File: src/rtl/tql_pkg.sv
// Shared types, constants and helper functions of the Q-learning agent.
package tql_pkg;

    // Default number of environment states.
    localparam int NUM_STATES_DEF = 9;
    // Actions per state: none, up, down.
    localparam int ACTIONS = 3;

    // Input item modes.
    localparam logic MODE_DECIDE   = 1'b0;
    localparam logic MODE_FEEDBACK = 1'b1;

    // Configuration register indexes.
    localparam logic [1:0] REG_LEARN_RATE    = 2'd0;
    localparam logic [1:0] REG_DISCOUNT      = 2'd1;
    localparam logic [1:0] REG_INITIAL_VALUE = 2'd2;
    localparam logic [1:0] REG_START_STATE   = 2'd3;

    // Register values after reset.
    localparam logic [15:0]        RST_LEARN_RATE    = 16'd13107;
    localparam logic [15:0]        RST_DISCOUNT      = 16'd49152;
    localparam logic signed [31:0] RST_INITIAL_VALUE = 32'sd655360;
    localparam logic [3:0]         RST_START_STATE   = 4'd2;

    // Action codes.
    typedef enum logic [1:0] {
        ACT_NONE = 2'd0,
        ACT_UP   = 2'd1,
        ACT_DOWN = 2'd2
    } action_t;

    // Sequencer states.
    typedef enum logic [3:0] {
        ST_IDLE,
        ST_RD0,
        ST_RD1,
        ST_RD2,
        ST_RD3,
        ST_EVAL,
        ST_MULG,
        ST_SUM,
        ST_MULA,
        ST_SAT,
        ST_FIN
    } tql_state_t;

    // Payload of one input item.
    typedef struct packed {
        logic               mode;
        logic signed [31:0] performance;
        logic [6:0]         exploit_limit;
        logic [6:0]         explore_draw;
        logic [2:0]         explore_pick;
    } tql_in_t;

    // Payload of one result item.
    typedef struct packed {
        action_t            action;
        logic [3:0]         setting;
        logic signed [31:0] updated_value;
        logic               update_done;
    } tql_out_t;

    // Remainder of the pick roll by the count of allowed actions (1 to 3).
    function automatic logic [1:0] pick_mod(input logic [2:0] pick, input logic [1:0] n);
        logic [1:0] r;
        r = 2'd0;
        unique case (n)
            2'd2: r = {1'b0, pick[0]};
            2'd3:
            begin
                unique case (pick)
                    3'd0, 3'd3, 3'd6: r = 2'd0;
                    3'd1, 3'd4, 3'd7: r = 2'd1;
                    default:          r = 2'd2;
                endcase
            end
            default: r = 2'd0;
        endcase
        return r;
    endfunction

endpackage

File: src/rtl/tql_if.sv
// Valid/ready channel interfaces for the agent's input and result items.
interface tql_in_if
    import tql_pkg::*;
();
    logic    valid;
    logic    ready;
    tql_in_t data;

    modport source (output valid, output data, input ready);
    modport sink (input valid, input data, output ready);
endinterface

interface tql_out_if
    import tql_pkg::*;
();
    logic     valid;
    logic     ready;
    tql_out_t data;

    modport source (output valid, output data, input ready);
    modport sink (input valid, input data, output ready);
endinterface

File: src/rtl/tql_qtable.sv
// Action-value memory with per-entry valid bits and a registered read.
module tql_qtable
    import tql_pkg::*;
#(
    parameter int DEPTH = NUM_STATES_DEF * ACTIONS
) (
    input  logic                          clk,
    input  logic                          rst_n,
    input  logic                          flush,
    input  logic signed [31:0]            flush_value,
    input  logic                          rd_en,
    input  logic [$clog2(DEPTH)-1:0]      rd_addr,
    output logic signed [31:0]            rd_data,
    input  logic                          wr_en,
    input  logic [$clog2(DEPTH)-1:0]      wr_addr,
    input  logic signed [31:0]            wr_data
);

    logic signed [31:0] mem [DEPTH];
    logic [DEPTH-1:0]   valid_reg;
    logic               rd_valid_reg;
    logic signed [31:0] rd_word_reg;
    logic signed [31:0] fill_value_reg;

    // Memory array: one write and one registered read per cycle.
    always_ff @(posedge clk)
    begin
        if (wr_en)
        begin
            mem[wr_addr] <= wr_data;
        end
        if (rd_en)
        begin
            rd_word_reg <= mem[rd_addr];
        end
    end

    // Valid bits and fill value; a flush makes every entry read as the fill value.
    always_ff @(posedge clk or negedge rst_n)
    begin
        if (!rst_n)
        begin
            valid_reg      <= '0;
            rd_valid_reg   <= 1'b0;
            fill_value_reg <= RST_INITIAL_VALUE;
        end
        else
        begin
            if (flush)
            begin
                valid_reg      <= '0;
                fill_value_reg <= flush_value;
            end
            else if (wr_en)
            begin
                valid_reg[wr_addr] <= 1'b1;
            end
            if (rd_en)
            begin
                rd_valid_reg <= valid_reg[rd_addr];
            end
        end
    end

    // Entries never written since the last flush read as the fill value.
    assign rd_data = rd_valid_reg ? rd_word_reg : fill_value_reg;

    // The sequencer never reads and writes in the same cycle.
    a_no_rd_wr_overlap: assert property (@(posedge clk) disable iff (!rst_n)
        !(rd_en && wr_en))
        else $error("Table read and write in the same cycle.");

    a_rd_addr_range: assert property (@(posedge clk) disable iff (!rst_n)
        rd_en |-> (int'(rd_addr) < DEPTH))
        else $error("Table read address out of range.");

    a_wr_addr_range: assert property (@(posedge clk) disable iff (!rst_n)
        wr_en |-> (int'(wr_addr) < DEPTH))
        else $error("Table write address out of range.");

endmodule

File: src/rtl/tabular_q_learning_agent.sv
// Top level of the tabular Q-learning agent with epsilon-greedy action choice.
//
//  Channel   Direction  Transfer carries
//  item      in         mode, performance, exploit_limit, explore_draw, explore_pick
//  result    out        action, setting, updated_value, update_done
//  cfg_*     in         register index and write data, one write per enabled edge
//
// One item at a time: a decide passes through the four read steps of the single table
// read port and the evaluation; a feedback with a pending decide also goes through the
// two multiply stages, the sum and the saturation of the update; a feedback with no
// pending decide goes straight to the final step. Reset clears the table through its
// valid bits at once; no clearing pass is needed. A stalled result holds in the output
// register; the sequencer waits in its last step until that register is free.
module tabular_q_learning_agent
    import tql_pkg::*;
#(
    parameter int NUM_STATES = NUM_STATES_DEF
) (
    input  logic        clk,
    input  logic        rst_n,
    tql_in_if.sink      item,
    tql_out_if.source   result,
    input  logic        cfg_we,
    input  logic [1:0]  cfg_index,
    input  logic [31:0] cfg_wdata
);

    localparam int SW        = $clog2(NUM_STATES);
    localparam int DEPTH     = NUM_STATES * ACTIONS;
    localparam int AW        = $clog2(DEPTH);
    localparam int START_RST = (int'(RST_START_STATE) >= NUM_STATES) ?
                               (NUM_STATES - 1) : int'(RST_START_STATE);

    // Table address of one state and action.
    function automatic logic [AW-1:0] addr_of(input logic [SW-1:0] s, input action_t a);
        return AW'({s, 1'b0}) + AW'(s) + AW'(a);
    endfunction

    // State reached from s by action a.
    function automatic logic [SW-1:0] move_st(input logic [SW-1:0] s, input action_t a);
        logic [SW-1:0] r;
        r = s;
        if (a == ACT_UP && (int'(s) + 1 < NUM_STATES))
        begin
            r = s + 1'b1;
        end
        else if (a == ACT_DOWN && s != '0)
        begin
            r = s - 1'b1;
        end
        return r;
    endfunction

    tql_state_t         state_reg, state_next;

    logic [15:0]        learn_rate_reg;
    logic [15:0]        discount_reg;
    logic signed [31:0] initial_value_reg;
    logic [3:0]         start_state_reg;

    logic [SW-1:0]      cur_st_reg;
    logic [SW-1:0]      tgt_st_reg;
    action_t            pend_act_reg;
    logic               pend_valid_reg;
    logic signed [31:0] last_perf_reg;
    logic [1:0]         fb_cnt_reg;

    tql_in_t            item_reg;
    logic signed [31:0] v0_reg, v1_reg, v2_reg;
    logic signed [31:0] q_reg;
    logic signed [31:0] look_reg;
    action_t            act_reg;
    logic signed [32:0] r_reg;
    logic signed [48:0] gprod_reg;
    logic signed [34:0] diff_reg;
    logic signed [51:0] aprod_reg;
    logic signed [31:0] nq_reg;

    logic               out_valid_reg, out_valid_next;
    tql_out_t           out_data_reg;

    logic               accept;
    logic               is_feedback;
    logic               fb_update;
    logic               fin_load;
    logic [SW-1:0]      start_idx;
    logic [SW-1:0]      look_st;

    logic               tbl_rd_en;
    logic [AW-1:0]      tbl_rd_addr;
    logic signed [31:0] tbl_rd_data;
    logic               tbl_wr_en;
    logic [AW-1:0]      tbl_wr_addr;
    logic               tbl_flush;

    logic               al_up, al_down;
    action_t            best_act;
    logic signed [31:0] best_val;
    action_t            expl_act;
    action_t            dec_act;
    logic [1:0]         n_allowed;
    logic [1:0]         pick_idx;

    logic signed [32:0] r_next;
    logic signed [48:0] gprod_next;
    logic signed [48:0] gsum;
    logic signed [32:0] gterm;
    logic signed [34:0] diff_next;
    logic signed [51:0] aprod_next;
    logic signed [51:0] asum;
    logic signed [35:0] aterm;
    logic signed [36:0] nq_wide;
    logic signed [31:0] nq_next;
    tql_out_t           fin_data;
    logic [SW-1:0]      dec_move;

    assign accept      = item.valid && item.ready;
    assign is_feedback = (item_reg.mode == MODE_FEEDBACK);
    assign fb_update   = is_feedback && pend_valid_reg;
    assign look_st     = is_feedback ? tgt_st_reg : cur_st_reg;
    assign start_idx   = (int'(start_state_reg) >= NUM_STATES) ?
                         SW'(NUM_STATES - 1) : start_state_reg[SW-1:0];

    // Next-state logic of the sequencer.
    always_comb
    begin
        state_next = state_reg;
        unique case (state_reg)
            ST_IDLE:
            begin
                if (item.valid)
                begin
                    if (item.data.mode == MODE_FEEDBACK && !pend_valid_reg)
                    begin
                        state_next = ST_FIN;
                    end
                    else
                    begin
                        state_next = ST_RD0;
                    end
                end
            end
            ST_RD0:  state_next = ST_RD1;
            ST_RD1:  state_next = ST_RD2;
            ST_RD2:  state_next = ST_RD3;
            ST_RD3:  state_next = ST_EVAL;
            ST_EVAL: state_next = is_feedback ? ST_MULG : ST_FIN;
            ST_MULG: state_next = ST_SUM;
            ST_SUM:  state_next = ST_MULA;
            ST_MULA: state_next = ST_SAT;
            ST_SAT:  state_next = ST_FIN;
            ST_FIN:
            begin
                if (!out_valid_reg || result.ready)
                begin
                    state_next = ST_IDLE;
                end
            end
            default: state_next = ST_IDLE;
        endcase
    end

    // Control outputs of the sequencer: ready, table reads and the final step.
    always_comb
    begin
        item.ready  = 1'b0;
        tbl_rd_en   = 1'b0;
        tbl_rd_addr = addr_of(look_st, ACT_NONE);
        fin_load    = 1'b0;
        unique case (state_reg)
            ST_IDLE: item.ready = 1'b1;
            ST_RD0:  tbl_rd_en  = 1'b1;
            ST_RD1:
            begin
                tbl_rd_en   = 1'b1;
                tbl_rd_addr = addr_of(look_st, ACT_UP);
            end
            ST_RD2:
            begin
                tbl_rd_en   = 1'b1;
                tbl_rd_addr = addr_of(look_st, ACT_DOWN);
            end
            ST_RD3:
            begin
                tbl_rd_en   = is_feedback;
                tbl_rd_addr = addr_of(cur_st_reg, pend_act_reg);
            end
            ST_FIN:  fin_load = !out_valid_reg || result.ready;
            default: fin_load = 1'b0;
        endcase
    end

    assign tbl_wr_en   = fin_load && fb_update;
    assign tbl_wr_addr = addr_of(cur_st_reg, pend_act_reg);
    assign tbl_flush   = tbl_wr_en && (fb_cnt_reg == 2'd1);

    // Greedy choice and exploration pick over the looked-up state.
    always_comb
    begin
        al_up     = (int'(look_st) + 1 < NUM_STATES);
        al_down   = (look_st != '0);
        best_act  = ACT_NONE;
        best_val  = v0_reg;
        if (al_up && v1_reg > best_val)
        begin
            best_act = ACT_UP;
            best_val = v1_reg;
        end
        if (al_down && v2_reg > best_val)
        begin
            best_act = ACT_DOWN;
            best_val = v2_reg;
        end
        n_allowed = 2'd1 + {1'b0, al_up} + {1'b0, al_down};
        pick_idx  = pick_mod(item_reg.explore_pick, n_allowed);
        unique case (pick_idx)
            2'd0:    expl_act = ACT_NONE;
            2'd1:    expl_act = al_up ? ACT_UP : ACT_DOWN;
            default: expl_act = ACT_DOWN;
        endcase
        dec_act = (item_reg.explore_draw < item_reg.exploit_limit) ? best_act : expl_act;
    end

    // Update arithmetic, one multiply or one wide add per step.
    always_comb
    begin
        r_next     = {item_reg.performance[31], item_reg.performance}
                   - {last_perf_reg[31], last_perf_reg};
        gprod_next = look_reg * $signed({1'b0, discount_reg});
        gsum       = gprod_reg + 49'sd32768;
        gterm      = gsum[48:16];
        diff_next  = {{2{r_reg[32]}}, r_reg} + {{2{gterm[32]}}, gterm}
                   - {{3{q_reg[31]}}, q_reg};
        aprod_next = diff_reg * $signed({1'b0, learn_rate_reg});
        asum       = aprod_reg + 52'sd32768;
        aterm      = asum[51:16];
        nq_wide    = {{5{q_reg[31]}}, q_reg} + {aterm[35], aterm};
        if (nq_wide[36:31] == '0 || nq_wide[36:31] == '1)
        begin
            nq_next = nq_wide[31:0];
        end
        else if (nq_wide[36])
        begin
            nq_next = 32'sh8000_0000;
        end
        else
        begin
            nq_next = 32'sh7FFF_FFFF;
        end
    end

    // Result of the final step.
    always_comb
    begin
        dec_move = move_st(cur_st_reg, act_reg);
        fin_data = '0;
        if (!is_feedback)
        begin
            fin_data.action  = act_reg;
            fin_data.setting = 4'(dec_move);
        end
        else if (pend_valid_reg)
        begin
            fin_data.action        = pend_act_reg;
            fin_data.setting       = 4'(tgt_st_reg);
            fin_data.updated_value = nq_reg;
            fin_data.update_done   = 1'b1;
        end
        else
        begin
            fin_data.action  = ACT_NONE;
            fin_data.setting = 4'(cur_st_reg);
        end
    end

    assign out_valid_next = fin_load ? 1'b1 : (result.ready ? 1'b0 : out_valid_reg);
    assign result.valid   = out_valid_reg;
    assign result.data    = out_data_reg;

    // Control state, agent state and configuration registers.
    always_ff @(posedge clk or negedge rst_n)
    begin
        if (!rst_n)
        begin
            state_reg         <= ST_IDLE;
            out_valid_reg     <= 1'b0;
            learn_rate_reg    <= RST_LEARN_RATE;
            discount_reg      <= RST_DISCOUNT;
            initial_value_reg <= RST_INITIAL_VALUE;
            start_state_reg   <= RST_START_STATE;
            cur_st_reg        <= SW'(START_RST);
            tgt_st_reg        <= SW'(START_RST);
            pend_act_reg      <= ACT_NONE;
            pend_valid_reg    <= 1'b0;
            last_perf_reg     <= '0;
            fb_cnt_reg        <= 2'd0;
        end
        else
        begin
            state_reg     <= state_next;
            out_valid_reg <= out_valid_next;

            if (cfg_we)
            begin
                unique case (cfg_index)
                    REG_LEARN_RATE:    learn_rate_reg    <= cfg_wdata[15:0];
                    REG_DISCOUNT:      discount_reg      <= cfg_wdata[15:0];
                    REG_INITIAL_VALUE: initial_value_reg <= cfg_wdata;
                    REG_START_STATE:   start_state_reg   <= cfg_wdata[3:0];
                    default:           start_state_reg   <= start_state_reg;
                endcase
            end

            if (fin_load && !is_feedback)
            begin
                pend_act_reg   <= act_reg;
                pend_valid_reg <= 1'b1;
                tgt_st_reg     <= dec_move;
            end
            else if (fin_load && fb_update)
            begin
                last_perf_reg  <= item_reg.performance;
                pend_valid_reg <= 1'b0;
                if (fb_cnt_reg != 2'd2)
                begin
                    fb_cnt_reg <= fb_cnt_reg + 2'd1;
                end
                if (tbl_flush)
                begin
                    // Second feedback: restart from the start state.
                    cur_st_reg   <= start_idx;
                    tgt_st_reg   <= start_idx;
                    pend_act_reg <= ACT_NONE;
                end
                else
                begin
                    cur_st_reg <= tgt_st_reg;
                end
            end
        end
    end

    // Payload and datapath registers.
    always_ff @(posedge clk)
    begin
        if (accept)
        begin
            item_reg <= item.data;
        end
        if (state_reg == ST_RD1)
        begin
            v0_reg <= tbl_rd_data;
        end
        if (state_reg == ST_RD2)
        begin
            v1_reg <= tbl_rd_data;
        end
        if (state_reg == ST_RD3)
        begin
            v2_reg <= tbl_rd_data;
        end
        if (state_reg == ST_EVAL)
        begin
            q_reg    <= tbl_rd_data;
            look_reg <= best_val;
            act_reg  <= dec_act;
            r_reg    <= r_next;
        end
        if (state_reg == ST_MULG)
        begin
            gprod_reg <= gprod_next;
        end
        if (state_reg == ST_SUM)
        begin
            diff_reg <= diff_next;
        end
        if (state_reg == ST_MULA)
        begin
            aprod_reg <= aprod_next;
        end
        if (state_reg == ST_SAT)
        begin
            nq_reg <= nq_next;
        end
        if (fin_load)
        begin
            out_data_reg <= fin_data;
        end
    end

    tql_qtable #(
        .DEPTH (DEPTH)
    ) u_qtable (
        .clk         (clk),
        .rst_n       (rst_n),
        .flush       (tbl_flush),
        .flush_value (initial_value_reg),
        .rd_en       (tbl_rd_en),
        .rd_addr     (tbl_rd_addr),
        .rd_data     (tbl_rd_data),
        .wr_en       (tbl_wr_en),
        .wr_addr     (tbl_wr_addr),
        .wr_data     (nq_reg)
    );

    // The reinitialization happens once, so the feedback count stops at two.
    a_fb_cnt_sat: assert property (@(posedge clk) disable iff (!rst_n)
        fb_cnt_reg != 2'd3)
        else $error("Feedback count passed two.");

    // Both state registers stay inside the state space.
    a_state_range: assert property (@(posedge clk) disable iff (!rst_n)
        (int'(cur_st_reg) < NUM_STATES) && (int'(tgt_st_reg) < NUM_STATES))
        else $error("Agent state out of range.");

    // A table write only comes from a feedback that had a pending decide.
    a_write_source: assert property (@(posedge clk) disable iff (!rst_n)
        tbl_wr_en |-> (state_reg == ST_FIN && is_feedback && pend_valid_reg))
        else $error("Table write without a pending decide.");

    // A table update comes with a result flagged as an update.
    a_update_action: assert property (@(posedge clk) disable iff (!rst_n)
        tbl_wr_en |=> (out_valid_reg && out_data_reg.update_done))
        else $error("Table update without an update result.");

endmodule

File: src/flat_wrapper.sv
// flat-port wrapper written by rule: the top's interface ports become plain ports
module tabular_q_learning_agent_flat import tql_pkg::*;
#(
    parameter int NUM_STATES = NUM_STATES_DEF
)
  (clk, rst_n, cfg_we, cfg_index, cfg_wdata, item_valid, item_data, item_ready, result_valid, result_data, result_ready);
  tql_in_if item_i ();
  tql_out_if result_i ();
  input  logic clk;
  input  logic rst_n;
  input  logic cfg_we;
  input  logic [1:0] cfg_index;
  input  logic [31:0] cfg_wdata;
  input wire logic [$bits(item_i.valid)-1:0] item_valid;
  input wire logic [$bits(item_i.data)-1:0] item_data;
  output wire logic [$bits(item_i.ready)-1:0] item_ready;
  output wire logic [$bits(result_i.valid)-1:0] result_valid;
  output wire logic [$bits(result_i.data)-1:0] result_data;
  input wire logic [$bits(result_i.ready)-1:0] result_ready;
  assign item_i.valid = item_valid;
  assign item_i.data = item_data;
  assign item_ready = item_i.ready;
  assign result_valid = result_i.valid;
  assign result_data = result_i.data;
  assign result_i.ready = result_ready;
  tabular_q_learning_agent #(.NUM_STATES(NUM_STATES)) u_core (.clk(clk), .rst_n(rst_n), .item(item_i), .result(result_i), .cfg_we(cfg_we), .cfg_index(cfg_index), .cfg_wdata(cfg_wdata));
endmodule
File: config.mk
export PLATFORM = sky130hd
export DESIGN_NAME = tabular_q_learning_agent_flat
export DESIGN_NICKNAME = d
export VERILOG_FILES = /design/src/rtl/tql_pkg.sv /design/src/rtl/tql_if.sv /design/src/rtl/tql_qtable.sv /design/src/rtl/tabular_q_learning_agent.sv /design/src/flat_wrapper.sv
export SDC_FILE = /design/constraint.sdc
export NUM_CORES = 2
export LEC_CHECK = 0
export ABC_AREA = 1
export BUFFER_PORTS_ARGS = -buffer_cell sky130_fd_sc_hd__buf_2
export CAP_MARGIN = 0
export CORE_ASPECT_RATIO = 1.75
export CORE_UTILIZATION = 55
export CTS_CLUSTER_DIAMETER = 100
export DETAILED_ROUTE_END_ITERATION = 10
export PLACE_DENSITY = 0.77
export SYNTH_ARGS = -nofsm -noshare
export SYNTH_HDL_FRONTEND = slang
export SYNTH_HIERARCHICAL = 1
export SYNTH_SLANG_ARGS = --single-unit
File: constraint.sdc
create_clock -name clk -period 6.1 [get_ports clk]
set_clock_uncertainty 0.15 [all_clocks]
set_input_delay 1.22 -clock clk [delete_from_list [all_inputs] [get_ports clk]]
set_output_delay 1.22 -clock clk [all_outputs]
set_load 0.005 [all_outputs]
=== Word-level counts from Yosys, hierarchy flattened ===
Memory sizes are Yosys's and may differ from the RTL's. A register that Yosys moved wholly into a read port is not among the register bits.
Index checks and enable logic that the tools add are counted.

* Register bits: 630
* Bits in latches: 0
* Bits in writable memories: 864
* Memory bits (read-only): 0
* Input bits: 89
* Output and inout bits: 41
* Logic and storage cells: 180
* Memories: 1

* Add/subtract/negate cells: 18
* Multiply operators: 2
* Divide/modulo/power cells: 0
* Magnitude comparators: 9
* Equal/unequal tests: 28
* Shifts and indexed selects: 0
* Muxes and demuxes: 46
* Bitwise operators: 2
* Reduce and logical (&&, ||, !) cells: 39

{| class="wikitable"
|+ Memories
! memory !! depth !! bits a word !! rd ports !! clocked after memory_dff !! write ports !! RTL line !! RTL
|-
| u_core.u_qtable.mem || 27 || 32 || 1 || 1 || 1 || tql_qtable.sv:19 || <nowiki>logic signed [31:0] mem [DEPTH];</nowiki>
|}

{| class="wikitable"
|+ Operators by type and width
! cell !! number
|-
| $mux 32 || 5
|-
| $gt 32x32->1 || 2
|-
| $lt 32x5->1 const B || 2
|-
| $mux 27 || 2
|-
| $add 52x17->52 const B || 1
|-
| $mul 35x17->52 || 1
|-
| $add 49x17->49 const B || 1
|-
| $mul 32x17->49 || 1
|-
| $mux 4 || 11
|-
| $pmux 4 s11 || 1
|-
| $add 32x36->37 || 1
|-
| $sub 34x32->35 || 1
|-
| $add 33x33->34 || 1
|-
| $sub 32x32->33 || 1
|-
| $or 27x27->27 || 1
|-
| $eq 4x3->1 const B || 4
|-
| $reduce_and 2->1 || 8
|-
| $pmux 5 s3 || 1
|-
| $eq 4x4->1 const B || 3
|-
| $lt 5x6->1 const B || 2
|-
| $mux 1 || 12
|-
| $mux 2 || 6
|-
| $mux 6 || 2
|-
| $pmux 2 s2 || 3
|-
| 38 further kinds || 71
|}

=== Depth between registers and ports, before layout ===
* Depth in word-level cells: 10
* Depth in mapped cells: 30
* Gate-level depth less buffers: 29

=== By module ===
Netlist, hierarchy kept.

{| class="wikitable"
|+ By module, submodules not included
! module !! instances !! cells an instance !! area an instance (sq um) !! seq. area each (sq um)
|-
| tabular_q_learning_agent || 1 || 8,142 || 68,527.0 || 15,643.8
|-
| tql_qtable || 1 || 3,275 || 38,430.6 || 28,409.7
|}

=== Worst setup path before layout ===
No wires, ideal clock.

* Kind: register -> register
* Start: reg u_core.look_reg[31]
* End: reg u_core.gprod_reg[48], data pin
* Setup time: 260 ps
* Arrival: 5,777 ps
* Data required time: 5,690 ps
* Setup slack: -88 ps
* Stages on the path, launching flop included: 24
* Path buffers: 2
* Clock period less this slack: 6,188 ps
* Cell sequence: edfxtp_1 clkbuf_1 clkbuf_1 nand2_1 inv_1 fa_1 fa_1 fa_1 inv_1 fa_1 inv_1 fa_1 inv_1 fa_1 inv_1 ha_1 a21oi_1 o21a_1 inv_1 a21oi_1 nor2_1 a211oi_1 nand3_1 xor2_1

* Longest elaborated chain between the ends: 1

{| class="wikitable"
|+ Ends and longest elaborated chain
! item !! RTL line !! RTL
|-
| start, declared || tabular_q_learning_agent.sv:71 || <nowiki>logic signed [31:0] look_reg;</nowiki>
|-
| start signal, assigned || tabular_q_learning_agent.sv:365 || <nowiki>look_reg <= best_val;</nowiki>
|-
| $mul 32x17->49 || tabular_q_learning_agent.sv:229 || <nowiki>gprod_next = look_reg * $signed({1'b0, discount_reg});</nowiki>
|-
| named net u_core.gprod_next[48] || tabular_q_learning_agent.sv:105 || <nowiki>logic signed [48:0] gprod_next;</nowiki>
|-
| end signal, assigned || tabular_q_learning_agent.sv:371 || <nowiki>gprod_reg <= gprod_next;</nowiki>
|-
| end, declared || tabular_q_learning_agent.sv:74 || <nowiki>logic signed [48:0] gprod_reg;</nowiki>
|}

The timed path passes the listed nets, and every way through them passes these cells.
A chain may end at the register's enable or synchronous reset.

=== Worst setup path in the final report ===
* Start: reg u_core.learn_rate_reg[5]
* End: reg u_core.aprod_reg[51], data pin

* Longest elaborated chain between the ends: 1

{| class="wikitable"
|+ Ends and longest elaborated chain
! item !! RTL line !! RTL
|-
| start, declared || tabular_q_learning_agent.sv:56 || <nowiki>logic [15:0] learn_rate_reg;</nowiki>
|-
| start signal, assigned || tabular_q_learning_agent.sv:306 || <nowiki>REG_LEARN_RATE: learn_rate_reg <= cfg_wdata[15:0];</nowiki>
|-
| $mul 35x17->52 || tabular_q_learning_agent.sv:234 || <nowiki>aprod_next = diff_reg * $signed({1'b0, learn_rate_reg});</nowiki>
|-
| named net u_core.aprod_next[51] || tabular_q_learning_agent.sv:109 || <nowiki>logic signed [51:0] aprod_next;</nowiki>
|-
| end signal, assigned || tabular_q_learning_agent.sv:379 || <nowiki>aprod_reg <= aprod_next;</nowiki>
|-
| end, declared || tabular_q_learning_agent.sv:76 || <nowiki>logic signed [51:0] aprod_reg;</nowiki>
|}

The timed path passes the listed nets, and every way through them passes these cells.

==> flow_summary_export.csv <==
group,metric,value,unit
setup_path,worstPathMaxFanout,6,
routing,post_drt_wl_per_cell,23.0,µm
floorplanning,ioPinCount,130,
run,drv_cap,0,
synth,synth_cells,11400,
sta,max_freq,160,MHz
setup_path,critPathLaunchType,"flip-flop",
routing,antenna_left,0,
synth,syn_nets,13000,
setup_path,crit_type,"reg2reg",
synth,synthAdderAreaFrac,0.248,
layout,largest_reg_flops,864,
synth,yosys_most_used_dff,"edfxtp_1",
global_routing,track_usage,0.341,
sta,hold_slack,321,ps
routing,drt_iter0_markers,7287,
routing,drc_errors,0,
setup_path,worstPathArrival,6610,ps
clock_tree,cts_tree,"yes",
clock_tree,clkTransAtPathRegs,60,ps
sta,setup_ws,-150,ps
routing,dr_total_vias,83200,
setup_path,r2r_slack,-150,ps
synth,synth.avg_cell_area,9.37,µm²
clock_tree,cts_inserted_buffers,147,
placement,gp_congestion,0.987,
routing,first_pass_iters,9,
synth,synth.mux.area_fraction,0.00168,
sta,fin_crit_sh,1.02,
synth,async_reset_ff_frac,0.119,
sta,tightest_slew,1450,ps
synth,synth_xor_area_frac,0.0202,
global_routing,grt_max_degree,133,
status,outcome,"complete, but fails checks",
placement,port_buffers,129,
status,violations,"negative setup slack",
global_routing,grt_antenna_before_repair,13,
routing,drt-vias-per-instance,5.66,
sta,period_minus_slack,6250,ps
setup_path,critPathCaptureType,"flip-flop",
setup_path,r2r_start,"u_core/learn_rate_reg[5]$_DFFE_PN1P_",
min_path,hold_path.class,"in2async",
floorplanning,start_util,0.555,
synth,ys_warn_count,6,
global_routing,overflow,0,
layout,nets,13600,
clock_tree,cts.sinks,1496,
synth,synth_area,107000,µm²
floorplanning,die_w,335,µm
synth,synth-edff-count,1318,
sta,setup_viol,10,
synth,ys_seq_area_frac,0.412,
floorplanning,die_y,585,µm
clock_tree,clk_latency,810,ps
layout,drive_gt1_frac,0.156,
setup_path,required,6460,ps
synth,synth_compound_area_frac,0.0596,
sta,max_slew_margin,0.0210,
synth,synth_cell_types,62,
synth,ys_ff_latch,1496,
layout,areaGrowthSynthToFinish,16.6,%
floorplanning,die_area,196000,µm²
layout,layout_commonest_cell,"nand2_1",
clock_tree,cts_buffer_depth,4,
synth,yosys.area_share.simple,0.159,
layout,final_cell_mix,"nand2_1, inv_1, edfxtp_1",
global_routing,grt_pass1_vias,87900,
synth,synth_top_family_by_area,"adder cells",
setup_path,r2r_end,"u_core/aprod_reg[51]$_DFFE_PP_",
sta,final-max-slew-violation-count,0,
floorplanning,num_rows,213,
global_routing,grt_first_pass_wirelength,499000,µm
clock_tree,clock-root-buffer,"clkbuf_16",
sta,final-hold-violation-count,0,
routing,wl,338000,µm
clock_tree,cts_max_level,4,
floorplanning,core,193000,µm²
setup_path,rr_worst_depth,21,
placement,dp_hpwl,245000,µm
sta,rsz0062_at_grt,"true",
layout make-up:
class / instances / area [µm²]
diodes: 9 / 22.5
clock buffers: 183 / 3950
clock inverters: 70 / 825
fillers: 14700 / 68000
inverters: 2272 / 8550
multi-input cells: 7146 / 55500
flip-flops and latches: 1496 / 44100
well taps: 2580 / 3230
repair buffers: 943 / 8530
routing by layer:
metal  vias up  GRT usage  wire length, µm
met5         -          0               29
met4         4      0.284            34400
met3      1580     0.0484            22700
met2      3976      0.620           175000
met1     40800      0.344           105000
li1      36800          -                -
synthesized netlist by cell type (all sizes together) (3+ instances only):
cell type,number,share of area
edfxtp,1318,0.37
o211ai,53,0.0037
nand3,525,0.025
a221oi,4,0.00033
o21ai,614,0.029
nor2,872,0.031
o221ai,4,0.00033
or2,4,0.00023
fa,1054,0.20
o31ai,4,0.00028
mux2,16,0.0017
a21o,23,0.0016
and3,6,0.00035
nand2,2647,0.093
xnor2,84,0.0069
nor4,25,0.0016
o21a,24,0.0017
a21oi,359,0.017
inv,2270,0.080
dfstp,17,0.0042
nand3b,3,0.00021
o22ai,8,0.00047
a31oi,26,0.0015
clkbuf,376,0.013
a21boi,10,0.00070
o21bai,24,0.0017
a211oi,10,0.00070
and2,3,0.00018
buf,127,0.0066
nand4,68,0.0040
dfrtp,161,0.038
xor2,163,0.013
nor3,64,0.0031
ha,434,0.051
o2111ai,4,0.00033
how the worst max path moves through the flow:
stage,from,endpoint,slack [ps]
2_1_floorplan,u_core/learn_rate_reg[5]$_DFFE_PN1P_,u_core/aprod_reg[50]$_DFFE_PP_,10
3_3_place_gp,u_core/learn_rate_reg[5]$_DFFE_PN1P_,u_core/aprod_reg[51]$_DFFE_PP_,-550
3_5_place_dp,u_core/learn_rate_reg[5]$_DFFE_PN1P_,u_core/aprod_reg[51]$_DFFE_PP_,-540
4_1_cts,u_core/learn_rate_reg[4]$_DFFE_PN1P_,u_core/aprod_reg[51]$_DFFE_PP_,-120
5_1_grt,u_core/learn_rate_reg[5]$_DFFE_PN1P_,u_core/aprod_reg[43]$_DFFE_PP_,-250
6_report,u_core/learn_rate_reg[5]$_DFFE_PN1P_,u_core/aprod_reg[51]$_DFFE_PP_,-150
cells by family after synthesis:
kind of cell,after synthesis
adders and majority gates,1488
buffers and inverters,2775
and+or+nand+nor,4221
AOI/OAI and AO/OA,1174
DFF,1496
muxes,16
xor gates and xnor gates,247
repair_timing:
item	4_1_cts	5_1_grt
buffers inserted	43	90
gates resized for setup	207	670
gates cloned	3	10
setup endpoints to repair	52	63
pin swaps	57	321
hold buffers	0	0
per-stage QoR:
| step | setup slack, ps | area, µm² | setup TNS [ps] | cells | utilization |
|---|---|---|---|---|---|
| finish | -150 | 125000 | -356 | 14700 | 0.647 |
| global route | -246 | 125000 | -5910 | 14700 | 0.647 |
| CTS | -122 | 121000 | -209 | 14600 | 0.630 |
| detailed placement | -543 | 115000 | -7480 | 14300 | 0.599 |
| global placement | -546 | 115000 | -5260 | 14300 | 0.599 |
| floorplan | 14.2 | 107000 | 0 | 11400 | - |
critical path: stages, from the launching register on:
cell     delay, ps
dfstp_2        580
buf_12         120
buf_12         150
nand2_4         80
fa_1           510
inv_2           60
fa_2           570
fa_1           530
inv_1           60
fa_1           560
inv_2           40
fa_1           560
fa_1           470
ha_4           260
a21oi_4        170
o21a_1         200
o21ai_2        100
nand2_1         60
nand4_1        250
a21oi_2        220
nand2_2        120
xor2_1         160
Power is left out: the tool's default activity adds up to more than one toggle a clock period on the data nets, which glitch-free logic cannot reach.
